### config.mk
export PLATFORM = sky130hd
export DESIGN_NAME = timestamp_delta_nibble_packer
export DESIGN_NICKNAME = d
export VERILOG_FILES = /design/src/hdl/tdnp_pkg.sv /design/src/hdl/timestamp_delta_nibble_packer.sv
export SDC_FILE = /design/constraint.sdc
export NUM_CORES = 1
export LEC_CHECK = 0
export BUFFER_PORTS_ARGS = -buffer_cell sky130_fd_sc_hd__buf_4
export CELL_PAD_IN_SITES_DETAIL_PLACEMENT = 1
export CELL_PAD_IN_SITES_GLOBAL_PLACEMENT = 1
export CORE_AREA = 4 4 200 202
export CTS_CLUSTER_DIAMETER = 40
export DETAILED_ROUTE_END_ITERATION = 10
export DIE_AREA = 0 0 204 206
export PLACE_DENSITY_LB_ADDON = 0.05
export SLEW_MARGIN = 20
export SYNTH_ARGS = -nofsm -noshare
export SYNTH_HDL_FRONTEND = slang
export SYNTH_SLANG_ARGS = --single-unit
export TNS_END_PERCENT = 30
### constraint.sdc
create_clock -name clk -period 12 [get_ports clk]
set_clock_uncertainty 0.1 [all_clocks]
set_input_delay 0.6 -clock clk [delete_from_list [all_inputs] [get_ports clk]]
set_output_delay 0.6 -clock clk [all_outputs]
set_load 0.02 [all_outputs]
### src/hdl/tdnp_pkg.sv
// constants, mode codes and the delta sizing helper for the timestamp delta packer
// no dependencies
package tdnp_pkg;

	localparam int unsigned SecW    = 32;
	localparam int unsigned UsW     = 20;
	localparam int unsigned DeltaW  = 24;
	localparam int unsigned BufW    = 56;
	localparam int unsigned CntW    = 3;

	localparam logic [DeltaW-1:0] USEC_PER_SEC = 24'd1000000;
	localparam logic [DeltaW-1:0] SIZE1_LIMIT  = 24'd255;
	localparam logic [DeltaW-1:0] SIZE2_LIMIT  = 24'd65535;
	localparam logic [SecW-1:0]   DAY_LIMIT    = 32'd86400;
	localparam logic [3:0]        FLUSH_PAD    = 4'h5;

	typedef enum logic [1:0] {
		MODE_LOAD   = 2'd0,
		MODE_ENCODE = 2'd1,
		MODE_FLUSH  = 2'd2
	} mode_t;

	// byte count of a nonzero delta
	function automatic logic [1:0] delta_size(input logic [DeltaW-1:0] d);
		logic [1:0] sz;
		if (d < SIZE1_LIMIT) begin
			sz = 2'd1;
		end else if (d < SIZE2_LIMIT) begin
			sz = 2'd2;
		end else begin
			sz = 2'd3;
		end
		return sz;
	endfunction

endpackage

### src/hdl/timestamp_delta_nibble_packer.sv
// timestamp delta nibble packer: input register, single-pass code build, byte serializer
// depends on tdnp_pkg
// path: input register, code build, output shift register, which offers the first byte
// throughput: one output byte per cycle while out_stall is low; an item gives 0 to 7
// bytes, held in the output shift register; items with no bytes do not wait for it
// a new item is built while the last byte of the previous one is being taken
// reset (arst_n low, asynchronous): no item held, reference timestamp zero, no nibble held
module timestamp_delta_nibble_packer (
	input  logic                         clk,
	input  logic                         arst_n,
	input  logic                         in_valid,
	output logic                         in_stall,
	input  logic [1:0]                   mode,
	input  logic [tdnp_pkg::SecW-1:0]    seconds,
	input  logic [tdnp_pkg::UsW-1:0]     micros,
	output logic                         out_valid,
	input  logic                         out_stall,
	output logic [7:0]                   out_byte,
	output logic                         last,
	output logic                         gap_error
);
	import tdnp_pkg::*;

	// input register
	logic                 valid_s1;
	logic [1:0]           mode_s1;
	logic [SecW-1:0]      sec_s1;
	logic [UsW-1:0]       us_s1;

	// coder state
	logic [SecW-1:0]      prev_sec_q;
	logic [UsW-1:0]       prev_us_q;
	logic                 pending_q;
	logic [3:0]           held_q;

	// output shift register
	logic [BufW-1:0]      buf_s2;
	logic [CntW-1:0]      cnt_s2;
	logic                 err_s2;

	// combinational code build
	logic [SecW:0]        sdiff;
	logic                 gap;
	logic [16:0]          sd;
	logic [16:0]          sd_b;
	logic                 wrap;
	logic [DeltaW-1:0]    ud;
	logic [1:0]           ssz;
	logic [1:0]           usz;
	logic [DeltaW-1:0]    sd_left;
	logic [DeltaW-1:0]    ud_left;
	logic [51:0]          code;
	logic [BufW-1:0]      stream;
	logic [3:0]           nib_n;
	logic [BufW-1:0]      tail_shift;

	logic                 in_xfer;
	logic                 out_xfer;
	logic                 s2_free;
	logic                 go;
	logic                 load_s2;
	logic [BufW-1:0]      buf_new;
	logic [CntW-1:0]      cnt_new;
	logic                 err_new;
	logic                 upd_ref;
	logic                 upd_nib;
	logic                 pending_new;
	logic [3:0]           held_new;

	always_comb begin
		sdiff = {1'b0, sec_s1} - {1'b0, prev_sec_q};
		gap   = sdiff[SecW] || (sdiff[SecW-1:0] >= DAY_LIMIT);
		sd    = sdiff[16:0];
		wrap  = us_s1 < prev_us_q;
		if (wrap) begin
			ud = USEC_PER_SEC - DeltaW'(prev_us_q) + DeltaW'(us_s1);
		end else begin
			ud = DeltaW'(us_s1) - DeltaW'(prev_us_q);
		end
		sd_b = (wrap && sd != '0) ? sd - 17'd1 : sd;
		ssz  = (sd_b == '0) ? 2'd0 : delta_size(DeltaW'(sd));
		usz  = (us_s1 == prev_us_q) ? 2'd0 : delta_size(ud);
		// left-align each delta on its byte count, zero when the size is zero
		sd_left = DeltaW'(sd_b) << {2'd3 - ssz, 3'b000};
		ud_left = ud << {2'd3 - usz, 3'b000};
		code = {ssz, usz, sd_left, 24'd0} | ({4'd0, ud_left, 24'd0} >> {ssz, 3'b000});
		stream = pending_q ? {held_q, code} : {code, 4'd0};
		nib_n  = 4'(pending_q) + 4'd1 + {3'(ssz) + 3'(usz), 1'b0};
		tail_shift = stream << {nib_n - 4'd1, 2'b00};
	end

	assign in_xfer  = in_valid && !in_stall;
	assign out_xfer = out_valid && !out_stall;
	assign s2_free  = (cnt_s2 == '0) || (cnt_s2 == CntW'(1) && !out_stall);

	// what the held item does
	always_comb begin
		buf_new     = '0;
		cnt_new     = '0;
		err_new     = 1'b0;
		upd_ref     = 1'b0;
		upd_nib     = 1'b0;
		pending_new = pending_q;
		held_new    = held_q;
		unique case (mode_t'(mode_s1))
			MODE_LOAD: begin
				upd_ref = 1'b1;
			end
			MODE_ENCODE: begin
				if (gap) begin
					cnt_new = CntW'(1);
					err_new = 1'b1;
				end else begin
					upd_ref     = 1'b1;
					upd_nib     = 1'b1;
					buf_new     = stream;
					cnt_new     = nib_n[3:1];
					pending_new = nib_n[0];
					held_new    = nib_n[0] ? tail_shift[BufW-1 -: 4] : held_q;
				end
			end
			MODE_FLUSH: begin
				if (pending_q) begin
					buf_new     = {held_q, FLUSH_PAD, 48'd0};
					cnt_new     = CntW'(1);
					upd_nib     = 1'b1;
					pending_new = 1'b0;
				end
			end
			default: begin
			end
		endcase
	end

	assign go       = valid_s1 && ((cnt_new == '0) || s2_free);
	assign load_s2  = go && (cnt_new != '0);
	assign in_stall = valid_s1 && !go;

	always_ff @(posedge clk or negedge arst_n) begin
		if (!arst_n) begin
			valid_s1 <= 1'b0;
		end else if (in_xfer) begin
			valid_s1 <= 1'b1;
		end else if (go) begin
			valid_s1 <= 1'b0;
		end
	end

	always_ff @(posedge clk) begin
		if (in_xfer) begin
			mode_s1 <= mode;
			sec_s1  <= seconds;
			us_s1   <= micros;
		end
	end

	always_ff @(posedge clk or negedge arst_n) begin
		if (!arst_n) begin
			prev_sec_q <= '0;
			prev_us_q  <= '0;
			pending_q  <= 1'b0;
			held_q     <= '0;
		end else if (go) begin
			if (upd_ref) begin
				prev_sec_q <= sec_s1;
				prev_us_q  <= us_s1;
			end
			if (upd_nib) begin
				pending_q <= pending_new;
				held_q    <= held_new;
			end
		end
	end

	always_ff @(posedge clk or negedge arst_n) begin
		if (!arst_n) begin
			cnt_s2 <= '0;
		end else if (load_s2) begin
			cnt_s2 <= cnt_new;
		end else if (out_xfer) begin
			cnt_s2 <= cnt_s2 - CntW'(1);
		end
	end

	// shift one byte out per transfer
	always_ff @(posedge clk) begin
		if (load_s2) begin
			buf_s2 <= buf_new;
			err_s2 <= err_new;
		end else if (out_xfer) begin
			buf_s2 <= {buf_s2[BufW-9:0], 8'd0};
		end
	end

	assign out_valid = (cnt_s2 != '0);
	assign out_byte  = buf_s2[BufW-1 -: 8];
	assign last      = (cnt_s2 == CntW'(1));
	assign gap_error = err_s2;

`ifndef SYNTHESIS
	a_load_only_when_drained: assert property (@(posedge clk) disable iff (!arst_n)
		load_s2 |-> (cnt_s2 == '0) || (cnt_s2 == CntW'(1) && !out_stall))
		else $error("output register reloaded with bytes still pending");

	a_gap_single_byte: assert property (@(posedge clk) disable iff (!arst_n)
		(out_valid && gap_error) |-> (last && out_byte == 8'd0))
		else $error("gap error result is not a single zero byte");

	a_gap_keeps_reference: assert property (@(posedge clk) disable iff (!arst_n)
		(go && mode_s1 == MODE_ENCODE && gap) |=> ($stable(prev_sec_q) && $stable(prev_us_q)
		&& $stable(pending_q)))
		else $error("dropped timestamp changed coder state");

	a_stall_needs_item: assert property (@(posedge clk) disable iff (!arst_n)
		in_stall |-> (valid_s1 && cnt_new != '0 && out_valid))
		else $error("input stalled without a blocked item");
`endif

endmodule

==> results.sh <==
export IMPL_hold_viol=0
export IMPL_tightest_slew_ns=1.02
export IMPL_dieWidth_um=204
export IMPL_internal_power_mw=2.21
export IMPL_p_sw_share_pct=53.8
export IMPL_cp_required_ns=12.04
export IMPL_groute_usage_overall_pct=24.1
export IMPL_clk_latency_ns=0.47
export IMPL_fin_ws_ns=2.35
export IMPL_fp_row_count=72
export IMPL_seq_area_frac_synth_pct=32.2
export IMPL_multiInputGateArea_mm2=0.00941
export IMPL_synth_edf_count=111
export IMPL_syn_nets=1890
export IMPL_finalMaxSlewViolations=0
export IMPL_synth_simple_gate_area_share_pct=19.5
export IMPL_yosys_register_bits=172
export IMPL_comb_power_share_pct=71.4
export IMPL_gp_congestion=0.950
export IMPL_wl_per_cell_um=22.2
export IMPL_muxShareOfSynthArea_pct=6.57
export IMPL_area_delta_synth_final_pct=8.57
export IMPL_async_reset_ff_share_pct=35.5
export IMPL_vias=13631
export IMPL_core_area_mm2=0.0383
export IMPL_postCtsSetupBuffers=0
export IMPL_crit_family="simple AND/OR/NAND/NOR gates"
export IMPL_design_die_area_mm2=0.0420
export IMPL_clk_pin_slew_worst_paths_ns=0.07
export IMPL_tritoncts="built"
export IMPL_cts_sinks=172
export IMPL_final_layout_size_suffix_gt1_share_pct=13.2
export IMPL_pwr_share_clk_pct=11.0
export IMPL_num_fill_cells=4525
export IMPL_cp_slowest_stage_delay_ns=0.92
export IMPL_grt_pass1_vias=13981
export IMPL_place_detailed_hpwl_mm=39.2
export IMPL_die_y_um=206
export IMPL_drt_pass1_iter_count=6
export IMPL_powerDensity_mw_per_mm2=292
export IMPL_setup_viol=0
export IMPL_synth_top_flop_cell="edfxtp_1"
export IMPL_final_area_mm2=0.0164
export IMPL_hold_path_class="in2reg"
export IMPL_avgSynthCellArea_um2=8.67
export IMPL_synth_area_mm2=0.0151
export IMPL_placed_area_mm2=0.0159
export IMPL_slowest_stage="fa_1"
export IMPL_fin_crit_ns=9.65
export IMPL_routed_wl_mm=50.3
export IMPL_synth_compound_area_share_pct=24.1
export IMPL_criticalPathCategory="reg2reg"
export IMPL_overflow=0
export IMPL_postCtsHoldBufs=1
export IMPL_rsz0062_at_grt="no"
export IMPL_root_buffer="clkbuf_16"
export IMPL_crit_top_cell="inv_1"
export IMPL_start_kind="register"
export IMPL_drcViolationCount=0
export IMPL_io_pins=70
export IMPL_setup_tns_ns=0
export IMPL_final_util_pct=42.9
export IMPL_layout_common_cells="nand2_1, a21oi_1, nor2_1"
export IMPL_pwr_share_seq_pct=17.7
export IMPL_h_tree_depth=4
export IMPL_fin_crit_sh_pct=80.4
export IMPL_critPathBufInv=6
export IMPL_p_sw_mw=2.58
export IMPL_ant_nets=0
export IMPL_max_cap_violations=0
export IMPL_cts_made_buffers=17
export IMPL_mostFrequentLayoutCell="nand2_1"
export IMPL_slew_headroom_pct=31.5
export IMPL_status="finished clean"
export IMPL_antenna_cells=0
export IMPL_grt_pass1_wl_mm=80.0
export IMPL_synth_adder_area_share_pct=7.48
export IMPL_cp_data_arrival_time_ns=9.69
export IMPL_drt_iter0_markers=955
export IMPL_clockBufferDepth=2
export IMPL_synth_xor_area_share_pct=4.62
export IMPL_post_place_ws_ns=2.37
export IMPL_p_leak_nw=6.69
export IMPL_numPortBuffers=69
export IMPL_cts_resized=0
export IMPL_fin_hold_ws_ns=0.199
export IMPL_synth_warnings=0
export IMPL_via_per_inst=6.01
export IMPL_syn_inst=1744
export IMPL_end_kind="register"
export IMPL_ys_types=104
export IMPL_antenna_found_initial=0
export IMPL_start_util_pct=39.5
export IMPL_worstPathMaxFanout=36
export IMPL_synth_top_family_by_area="compound AO/OA/AOI/OAI gates"
export IMPL_max_freq_ghz=0.104
export IMPL_nNetsFinal=1884
export IMPL_grt_max_degree=83
export IMPL_ff_latch_area_mm2=0.00486
export IMPL_max_vdd_ir_drop_v=0.000142
[power by group through the flow]
stage          logic, mW  registers, mW  clock network (mW)
2_1_floorplan       2.38          0.835                   0
3_3_place_gp        3.31          0.854                   0
3_5_place_dp        3.35          0.860                   0
4_1_cts             3.37          0.848               0.547
5_1_grt             3.72          0.862               0.573
6_report            3.42          0.846               0.525
[final cells by class]
| class | count | share of cell area (%) |
|---|---|---|
| clock buffer | 17 | 2.59 |
| clock inverter | 15 | 0.702 |
| inverter | 89 | 2.04 |
| multi-input combinational | 1376 | 57.3 |
| sequential | 172 | 29.6 |
| tap | 518 | 3.95 |
| timing repair buffer | 82 | 3.77 |
[Yosys cell counts (17+ instances only)]
library cell  instances  area [um2]
and3_1               23         144
edfxtp_1            111        3330
xnor2_1              54         473
a21oi_1             132         661
clkbuf_1             64         240
nand2_1             184         691
o21ai_1              18        90.1
buf_2                17        85.1
a211oi_1             28         210
mux2_2               65         732
nand3_1              43         215
ha_1                 84        1050
a21o_1               45         338
xor2_1               22         193
o21ai_0              85         425
and2_1               17         106
o31ai_1              25         188
o21a_1               17         128
nand4_1              33         206
mux2i_1              25         250
nor2_1              115         432
o211ai_1             25         188
nor3_1               45         225
dfrtp_1              61        1530
a31oi_1              21         131
nand2b_1             20         125
inv_1                87         327
[path summary, 6_finish.rpt]
kind	startpoint	slack, ns	endpoint	cells past startpoint
setup reg to reg	sec_s1[0]	2.35	buf_s2[0]	28
hold reg to reg	prev_sec_q[23]	0.40	prev_sec_q[23]	1
setup / recovery	sec_s1[0]	2.35	buf_s2[0]	28
min in group asynchronous	arst_n	0.47	prev_us_q[1]	2
hold / removal	seconds[24]	0.20	sec_s1[24]	1
max in group asynchronous	arst_n	10.36	held_q[3]	3
[sequential cells by signal, summed over array words and instances, names as in the netlist]
name        cells
buf_s2         56
cnt_s2          3
gap_error       1
held_q          4
mode_s1         2
pending_q       1
prev_sec_q     32
prev_us_q      20
sec_s1         32
us_s1          20
valid_s1        1
[logic make-up (layout without fill, tap and decap cells)]
logic type	after synthesis	count (layout)
AOI/OAI and AO/OA	539	539
xor gates and xnor gates	78	78
adders and majority gates	88	88
buffers and inverters	196	203
DFF	172	172
muxes	91	91
and+or+nand+nor	580	580
[per-layer routing]
layer  track usage [%]  vias up  share of wire (%)
met5                 0        -                  0
met3              3.67       48                4.2
met4              6.99        0                2.0
met2              38.0      308                 45
li1                  -     6512                  -
met1              34.5     6763                 49
[through the flow]
step           power, mW  cells
2_1_floorplan       3.21   1744
3_3_place_gp        4.17   2236
3_5_place_dp        4.21   2236
4_1_cts             4.76   2269
5_1_grt             5.16   2269
6_report            4.79   2269
Power figures use the tool's default switching activity.
